### src/rtl/ibs_pkg.sv
// ----------------------------------------------------------------------------
// Itinerary search package
// Shared widths, constants and the sequencer state type.
// ----------------------------------------------------------------------------
package ibs_pkg;
	localparam int CodeW = 24;
	localparam int StatusW = 2;
	localparam int DefCapacity = 32;
	localparam logic [CodeW-1:0] DefStart = 24'h49434E;

	localparam logic [StatusW-1:0] StFound = 2'd0;
	localparam logic [StatusW-1:0] StEmpty = 2'd1;
	localparam logic [StatusW-1:0] StNoPath = 2'd2;

	typedef enum logic [13:0] {
		S_IDLE   = 14'b00000000000001,
		S_INS    = 14'b00000000000010,
		S_INSW   = 14'b00000000000100,
		S_GO     = 14'b00000000001000,
		S_RD     = 14'b00000000010000,
		S_SCAN   = 14'b00000000100000,
		S_POP    = 14'b00000001000000,
		S_POPW   = 14'b00000010000000,
		S_POPD   = 14'b00000100000000,
		S_SKIP   = 14'b00001000000000,
		S_EMIT   = 14'b00010000000000,
		S_EMS    = 14'b00100000000000,
		S_EMD    = 14'b01000000000000,
		S_STAT   = 14'b10000000000000
	} state_t;
endpackage

### src/rtl/itinerary_backtracking_search.sv
// ----------------------------------------------------------------------------
// Itinerary backtracking search
// Loads tickets with a sorted insert, then searches depth first for a path
// that uses every ticket and streams the visited airports.
// ----------------------------------------------------------------------------
// A ticket item steps through S_INS and S_INSW, where table entries move up
// one at a time for the sorted insert, then S_GO; an item without a ticket
// goes straight to S_GO. The final item runs the search: one table entry is
// compared per cycle by a single compare unit, and each backtrack pops the
// stack, frees its ticket and skips entries of equal destination. Results
// go out via S_EMIT, S_EMS and S_EMD (the start airport via S_EMIT only), a
// status via S_STAT. Input is not ready during insert, search or result output.
module itinerary_backtracking_search #(
	parameter int TICKET_CAPACITY = ibs_pkg::DefCapacity
) (
	input  logic        clk,
	input  logic        arst_n,
	input  logic        cfg_we,
	input  logic [23:0] cfg_wdata,
	input  logic        s_axis_tvalid,
	output logic        s_axis_tready,
	input  logic [47:0] s_axis_tdata,  // origin_code, dest_code
	input  logic        s_axis_tuser,  // ticket_present
	input  logic        s_axis_tlast,  // final_item
	output logic        m_axis_tvalid,
	input  logic        m_axis_tready,
	output logic [31:0] m_axis_tdata,  // airport_code, status, dropped, zero pad
	output logic        m_axis_tlast   // end_of_path
);
	import ibs_pkg::*;
	localparam int IW = $clog2(TICKET_CAPACITY + 1);
	localparam int AW = (TICKET_CAPACITY > 1) ? $clog2(TICKET_CAPACITY) : 1;
	localparam logic [IW-1:0] Cap = IW'(TICKET_CAPACITY);

	state_t state_q;
	logic [CodeW-1:0] start_q, org_q, dst_q, cur_q, skipd_q, rd_org_q, rd_dst_q;
	logic [CodeW-1:0] org_mem [TICKET_CAPACITY];
	logic [CodeW-1:0] dst_mem [TICKET_CAPACITY];
	logic [AW-1:0] stk_mem [TICKET_CAPACITY];
	logic [TICKET_CAPACITY-1:0] used_q;
	logic [IW-1:0] cnt_q, pos_q, idx_q, dep_q;
	logic [AW-1:0] stk_rd_q;
	logic ovf_q, fin_q, ov_q, olast_q, dropped_q;
	logic [CodeW-1:0] ocode_q;
	logic [StatusW-1:0] ost_q, stat_q;

	// memory ports
	logic we;
	logic [AW-1:0] wa, ra, sra;
	logic [CodeW-1:0] wo, wd;
	logic swe;

	logic out_free, out_load, hit, ins_stop, emit_last;

	always_ff @(posedge clk) begin
		if (we) begin
			org_mem[wa] <= wo;
			dst_mem[wa] <= wd;
		end
		rd_org_q <= org_mem[ra];
		rd_dst_q <= dst_mem[ra];
		if (swe) stk_mem[dep_q[AW-1:0]] <= idx_q[AW-1:0];
		stk_rd_q <= stk_mem[sra];
	end

	assign out_free = !ov_q || m_axis_tready;
	assign s_axis_tready = (state_q == S_IDLE);
	assign m_axis_tvalid = ov_q;
	assign m_axis_tdata = {5'd0, dropped_q, ost_q, ocode_q};
	assign m_axis_tlast = olast_q;

	assign hit = (rd_org_q == cur_q) && !used_q[idx_q[AW-1:0]];
	assign ins_stop = (pos_q == '0) || !(rd_dst_q > dst_q);
	assign emit_last = (dep_q == cnt_q);

	always_comb begin
		we = 1'b0; wa = pos_q[AW-1:0]; wo = rd_org_q; wd = rd_dst_q; swe = 1'b0;
		ra = idx_q[AW-1:0];
		sra = AW'(dep_q - 1'b1);
		out_load = 1'b0;
		unique case (state_q)
			S_INS:  ra = AW'(pos_q - 1'b1);
			S_INSW: begin
				we = 1'b1;
				if (ins_stop) begin
					wo = org_q; wd = dst_q;
				end
				ra = AW'(pos_q - 2'd2);
			end
			S_SCAN: begin
				ra = AW'(idx_q + 1'b1);
				swe = (idx_q < cnt_q) && hit;
			end
			S_SKIP: ra = AW'(idx_q + 1'b1);
			S_POP:  sra = dep_q[AW-1:0];
			S_POPW: ra = stk_rd_q;
			S_EMS:  ra = stk_rd_q;
			S_EMD: begin
				ra = stk_rd_q;
				out_load = out_free;
			end
			S_EMIT: out_load = out_free && (dep_q == '0);
			S_STAT: out_load = out_free;
			default: ;
		endcase
	end

	always_ff @(posedge clk or negedge arst_n) begin
		if (!arst_n) begin
			state_q <= S_IDLE; start_q <= DefStart; used_q <= '0;
			cnt_q <= '0; pos_q <= '0; idx_q <= '0; dep_q <= '0;
			ovf_q <= 1'b0; fin_q <= 1'b0; ov_q <= 1'b0; dropped_q <= 1'b0;
			olast_q <= 1'b0; ocode_q <= '0; ost_q <= '0; org_q <= '0; dst_q <= '0;
			cur_q <= '0; skipd_q <= '0; stat_q <= '0;
		end else begin
			if (cfg_we) start_q <= cfg_wdata;
			if (out_load) begin
				ov_q <= 1'b1;
				dropped_q <= ovf_q;
				if (state_q == S_EMD) begin
					ocode_q <= rd_dst_q; ost_q <= StFound; olast_q <= emit_last;
				end else if (state_q == S_EMIT) begin
					ocode_q <= start_q; ost_q <= StFound; olast_q <= 1'b0;
				end else begin
					ocode_q <= '0; ost_q <= stat_q; olast_q <= 1'b1;
				end
			end else if (m_axis_tready) ov_q <= 1'b0;
			unique case (state_q)
				S_IDLE: if (s_axis_tvalid) begin
					org_q <= s_axis_tdata[23:0];
					dst_q <= s_axis_tdata[47:24];
					fin_q <= s_axis_tlast;
					pos_q <= cnt_q;
					if (s_axis_tuser && cnt_q < Cap) state_q <= S_INS;
					else begin
						if (s_axis_tuser) ovf_q <= 1'b1;
						state_q <= S_GO;
					end
				end
				S_INS: state_q <= S_INSW;
				S_INSW: begin
					if (ins_stop) begin
						cnt_q <= cnt_q + 1'b1;
						state_q <= S_GO;
					end else pos_q <= pos_q - 1'b1;
				end
				S_GO: begin
					if (!fin_q) state_q <= S_IDLE;
					else if (cnt_q == '0) begin
						stat_q <= StEmpty; state_q <= S_STAT;
					end else begin
						dep_q <= '0; idx_q <= '0; cur_q <= start_q;
						state_q <= S_RD;
					end
				end
				S_RD: begin
					if (dep_q >= cnt_q) begin
						dep_q <= '0; state_q <= S_EMIT;
					end else state_q <= S_SCAN;
				end
				S_SCAN: begin
					if (idx_q >= cnt_q) begin
						if (dep_q == '0) begin
							stat_q <= StNoPath; state_q <= S_STAT;
						end else begin
							dep_q <= dep_q - 1'b1; state_q <= S_POP;
						end
					end else if (hit) begin
						used_q[idx_q[AW-1:0]] <= 1'b1;
						dep_q <= dep_q + 1'b1;
						cur_q <= rd_dst_q;
						idx_q <= '0;
						state_q <= S_RD;
					end else idx_q <= idx_q + 1'b1;
				end
				S_POP: state_q <= S_POPW;
				S_POPW: begin
					// stk_rd_q holds the ticket chosen at this depth
					used_q[stk_rd_q] <= 1'b0;
					idx_q <= IW'(stk_rd_q) + 1'b1;
					state_q <= S_POPD;
				end
				S_POPD: begin
					// back at the ticket's origin; skip equal destinations
					cur_q <= rd_org_q;
					skipd_q <= rd_dst_q;
					state_q <= S_SKIP;
				end
				S_SKIP: begin
					if ((idx_q < cnt_q) && (rd_dst_q == skipd_q)) idx_q <= idx_q + 1'b1;
					else state_q <= S_RD;
				end
				S_EMIT: begin
					if (dep_q == '0) begin
						if (out_free) dep_q <= dep_q + 1'b1;
					end else state_q <= S_EMS;
				end
				S_EMS: state_q <= S_EMD;
				S_EMD: if (out_free) begin
					if (emit_last) begin
						cnt_q <= '0; ovf_q <= 1'b0; used_q <= '0; dep_q <= '0;
						state_q <= S_IDLE;
					end else begin
						dep_q <= dep_q + 1'b1;
						state_q <= S_EMIT;
					end
				end
				S_STAT: if (out_free) begin
					cnt_q <= '0; ovf_q <= 1'b0; used_q <= '0; dep_q <= '0;
					state_q <= S_IDLE;
				end
				default: state_q <= S_IDLE;
			endcase
		end
	end

	a_state_onehot: assert property (@(posedge clk) disable iff (!arst_n)
		$onehot(state_q));
	a_out_hold: assert property (@(posedge clk) disable iff (!arst_n)
		m_axis_tvalid && !m_axis_tready |=>
		m_axis_tvalid && $stable(m_axis_tdata) && $stable(m_axis_tlast));
	a_cnt_range: assert property (@(posedge clk) disable iff (!arst_n)
		cnt_q <= Cap);
	a_dep_range: assert property (@(posedge clk) disable iff (!arst_n)
		dep_q <= cnt_q);
endmodule

### config.mk
export PLATFORM = sky130hd
export DESIGN_NAME = itinerary_backtracking_search
export DESIGN_NICKNAME = d
export VERILOG_FILES = /design/src/rtl/ibs_pkg.sv /design/src/rtl/itinerary_backtracking_search.sv
export SDC_FILE = /design/constraint.sdc
export NUM_CORES = 2
export LEC_CHECK = 0
export BUFFER_PORTS_ARGS = -buffer_cell sky130_fd_sc_hd__buf_2
export CAP_MARGIN = 20
export CORE_ASPECT_RATIO = 0.6
export CORE_UTILIZATION = 45
export DETAILED_ROUTE_END_ITERATION = 16
export PLACE_DENSITY = 0.58
export SYNTH_ARGS = -nofsm -noshare
export SYNTH_HDL_FRONTEND = slang
export SYNTH_SLANG_ARGS = --single-unit
### constraint.sdc
create_clock -name clk -period 6.9 [get_ports clk]
set_clock_uncertainty 0.05 [all_clocks]
set_input_delay 0.345 -clock clk [delete_from_list [all_inputs] [get_ports clk]]
set_output_delay 0.345 -clock clk [all_outputs]
set_load 0.02 [all_outputs]
==> summary.txt <==
Outcome
  • Outcome: finished clean

Synthesis
  • Top-area cell type share of the netlist area: around three fifths
  • Top cells by area, synth: edfxtp_1 62%, dfrtp_1 6.4%, nand3_1 4.8%
  • Top cell type by total area after synthesis: edfxtp_1
  • Distinct cells, synth: between 80 and 90
  • EDFF count, synth: approximately 1700
  • Ys flop type: edfxtp_1
  • Mean Syn Cell Area: between 10 and 15 um^2
  • YS warnings: 0
  • Register area share after synthesis: a little over two thirds
  • Cells after synthesis: ~6200
  • Fraction of registers with async set/reset: a little under an eighth
  • Cell area after synthesis: ~82000 um^2
  • Synth Register Bits: 1972

Drt
  • Via density: approximately 6.6
  • WL/cell: between 30 and 40 um
  • DR DRC count: 0
  • DRT antenna net count: 0
  • First-pass detailed-route iteration total: 7
  • 1st-iter DRT viols: 9314
  • Vias: 58300
  • WL final: approximately 280000 um

Final layout
  • Fin area: just over 90000 um^2
  • Layout cell share with drive strength beyond 1: between 10% and 20%
  • Most common cell after layout, fill and taps aside: edfxtp_1
  • # nets final: approximately 6400
  • Fill count: 15200
  • Area Overhead vs Synth: 13.3%
  • Most frequent cells in the layout: 1696 x edfxtp_1, 795 x nand3_1, 650 x o21ai_0

Power
  • Power density cells: between 400 and 500 nW/um^2
  • Peak supply drop: ~0.00051 V
  • P_leak: about 32 nW

Clock network
  • Post_cts resized: 0
  • TritonCTS buffer count: approximately 180
  • Clk sinks: roughly 2000
  • CTS tree: built
  • Htree depth: 4
  • Clock Pin Slew Worst Setup and Hold Paths: around 70 ps
  • Clock Latency Late Sink: between 800 and 900 ps
  • Post-CTS Setup Inserts: 0
  • Hold buffers post-CTS: between 70 and 80
  • CTS Buffer Depth: 4
  • Root Driver: clkbuf_16

Placement
  • HPWL after detailed placement: around 150000 um
  • RD Place Congestion: ~0.92
  • I/O Buffers: between 100 and 150
  • Dpl cell area: 86200 um^2

GRT
  • First-pass GRT wire length: ~400000 um
  • Largest net degree at the start of global routing: about 200
  • Initial antenna violation count: 8
  • Remaining Overflow, GRT: 0
  • Global-route usage over all layers: approximately 29%
  • Number of global-route vias before repair: about 54000

Worst setup path
  • Critical path buffer and inverter count: 1
  • Req. time, crit path: approximately 7500 ps
  • Worst Path Arrival: approximately 6000 ps
  • CP Depth: 9
  • Worst path slowest cell: buf_4
  • Largest delay contributor family on the critical path: compound AO/OA/AOI/OAI gates
  • Crit Path Max Fanout: 46
  • Crit-path max cell delay: 860 ps
  • CP endpoint kind: flip-flop
  • Cells on worst reg2reg path: 9
  • Worst setup SP type: flip-flop
  • Critical-path cell list: or4_1 > or3_1 > o21ai_2 > o211ai_4 > a211oi_4 > buf_4 > a221o_1 > o211ai_1 > a32oi_1
  • Crit Path Category: flip-flop to flip-flop

STA
  • Peak Freq: ~180 MHz
  • Max_slew headroom: between 20% and 30%
  • Final Critical Period: ~5400 ps
  • Setup_tns: 0 ps
  • Slew @ Worst Pin: about 1200 ps
  • Fin. max-slew vios: 0
  • Crit share post-route: roughly four fifths
  • Setup violations, final: 0
  • Final hold violations: 0
  • RSZ-0062 raised after global routing: false
  • WHS: between 80 and 90 ps

Job
  • Max-Cap Viols: 0

Floorplanning
  • CORE AREA: ~180000 um^2
  • Top Ports: around 110
  • Die Width: 554 um
  • Initial Util: between 40 and 50%
  • Die area: ~180000 um^2
  • Row cnt: about 120
  • Die H: roughly 330 um

Min path
  • Hold crit path type: primary input to async pin
layer usage:
metal	vias to the layer above	global-route usage (%)	part of all wire (%)
li1	24400	-	-
met1	29600	46.0	43
met2	3955	39.7	41
met3	416	7.75	13
met4	0	8.32	3.0
met5	-	0	0
logic make-up after synthesis:
kind of cell | synth area share [%]
other | 0.00456
and+or+nand+nor | 9.61
buffers and inverters | 2.90
muxes | 2.34
AOI/OAI and AO/OA | 13.7
adders and majority gates | 0.851
xor gates and xnor gates | 0.628
DFF | 70.0
where the power goes:
group          switching [W]  internal, W  total (W)
sequential          0.000571       0.0150     0.0156
combinational        0.00904      0.00329     0.0123
clock                0.00451      0.00602     0.0105
final timing paths:
| path | from | end | slack [ps] |
|---|---|---|---|
| hold reg to reg | m_axis_tlast$_DFFE_PN0P_ | m_axis_tlast$_DFFE_PN0P_ | 430 |
| max in group asynchronous | arst_n | org_q[8]$_DFFE_PN0P_ | 5270 |
| hold / removal | arst_n | dst_q[8]$_DFFE_PN0P_ | 90 |
| setup / recovery | state_q[1]$_DFFE_PN0P_ | rd_org_q[1]$_DFF_P_ | 1490 |
| min in group clk | cfg_we | start_q[20]$_DFFE_PN0P_ | 90 |
| setup reg to reg | state_q[1]$_DFFE_PN0P_ | rd_org_q[1]$_DFF_P_ | 1490 |
registers in the layout, indices dropped and copies added (netlist names), 5 cells and up:
| name | flops |
|---|---|
| rd_org_q | 24 |
| start_q | 24 |
| org_mem | 768 |
| org_q | 24 |
| used_q | 32 |
| skipd_q | 24 |
| rd_dst_q | 24 |
| cnt_q | 6 |
| pos_q | 6 |
| dst_q | 24 |
| ocode_q | 24 |
| state_q | 14 |
| dep_q | 6 |
| stk_rd_q | 5 |
| idx_q | 6 |
| dst_mem | 768 |
| stk_mem | 160 |
| cur_q | 24 |
worst reg2reg max path: stages (launching register included):
cell and delay, ps:
dfrtp_1 520, or4_1 800, or3_1 500, o21ai_2 500, o211ai_4 450, a211oi_4 360
buf_4 860, a221o_1 330, o211ai_1 140, a32oi_1 720
stage by stage:
stage	worst slack, ps	utilization, %	cells	power, W
2_1_floorplan	2300	-	6230	0.0227
3_3_place_gp	1690	47.4	8366	0.0275
3_5_place_dp	1600	47.5	8376	0.0277
4_1_cts	1560	51.3	8781	0.0381
5_1_grt	1320	51.3	8793	0.0397
6_report	1490	51.3	8795	0.0384
cell type report:
class	instances	area, um^2	area share, %
diodes	3	7.51	0.00805
clock buffers	237	5020	5.39
clock inverters	91	1050	1.12
inverters	55	206	0.222
multi-input cells	3662	22900	24.6
flip-flops and latches	1972	57600	61.8
well taps	2398	3000	3.22
repair buffers	377	3430	3.68
Yosys cell counts, drive strengths merged, types with 10 or more instances:
cell       n
mux2      52
dfxtp     53
o21ai    678
buf      158
a31oi    303
a211oi   103
a211o     53
o31ai     11
a21o      16
nand4     20
a311o     47
nor2     138
mux2i     24
nor3      41
inv       55
nand2b    15
and3     109
o22ai     12
a221o     47
clkbuf   383
o211ai    54
ha        56
or3       10
dfrtp    212
a22o      12
a22oi    148
nand3    796
edfxtp  1696
nand2    439
dfstp     11
mux4      49
nor4      33
xor2      54
a21oi    171
a32oi     52
Power figures use the tool's default switching activity.
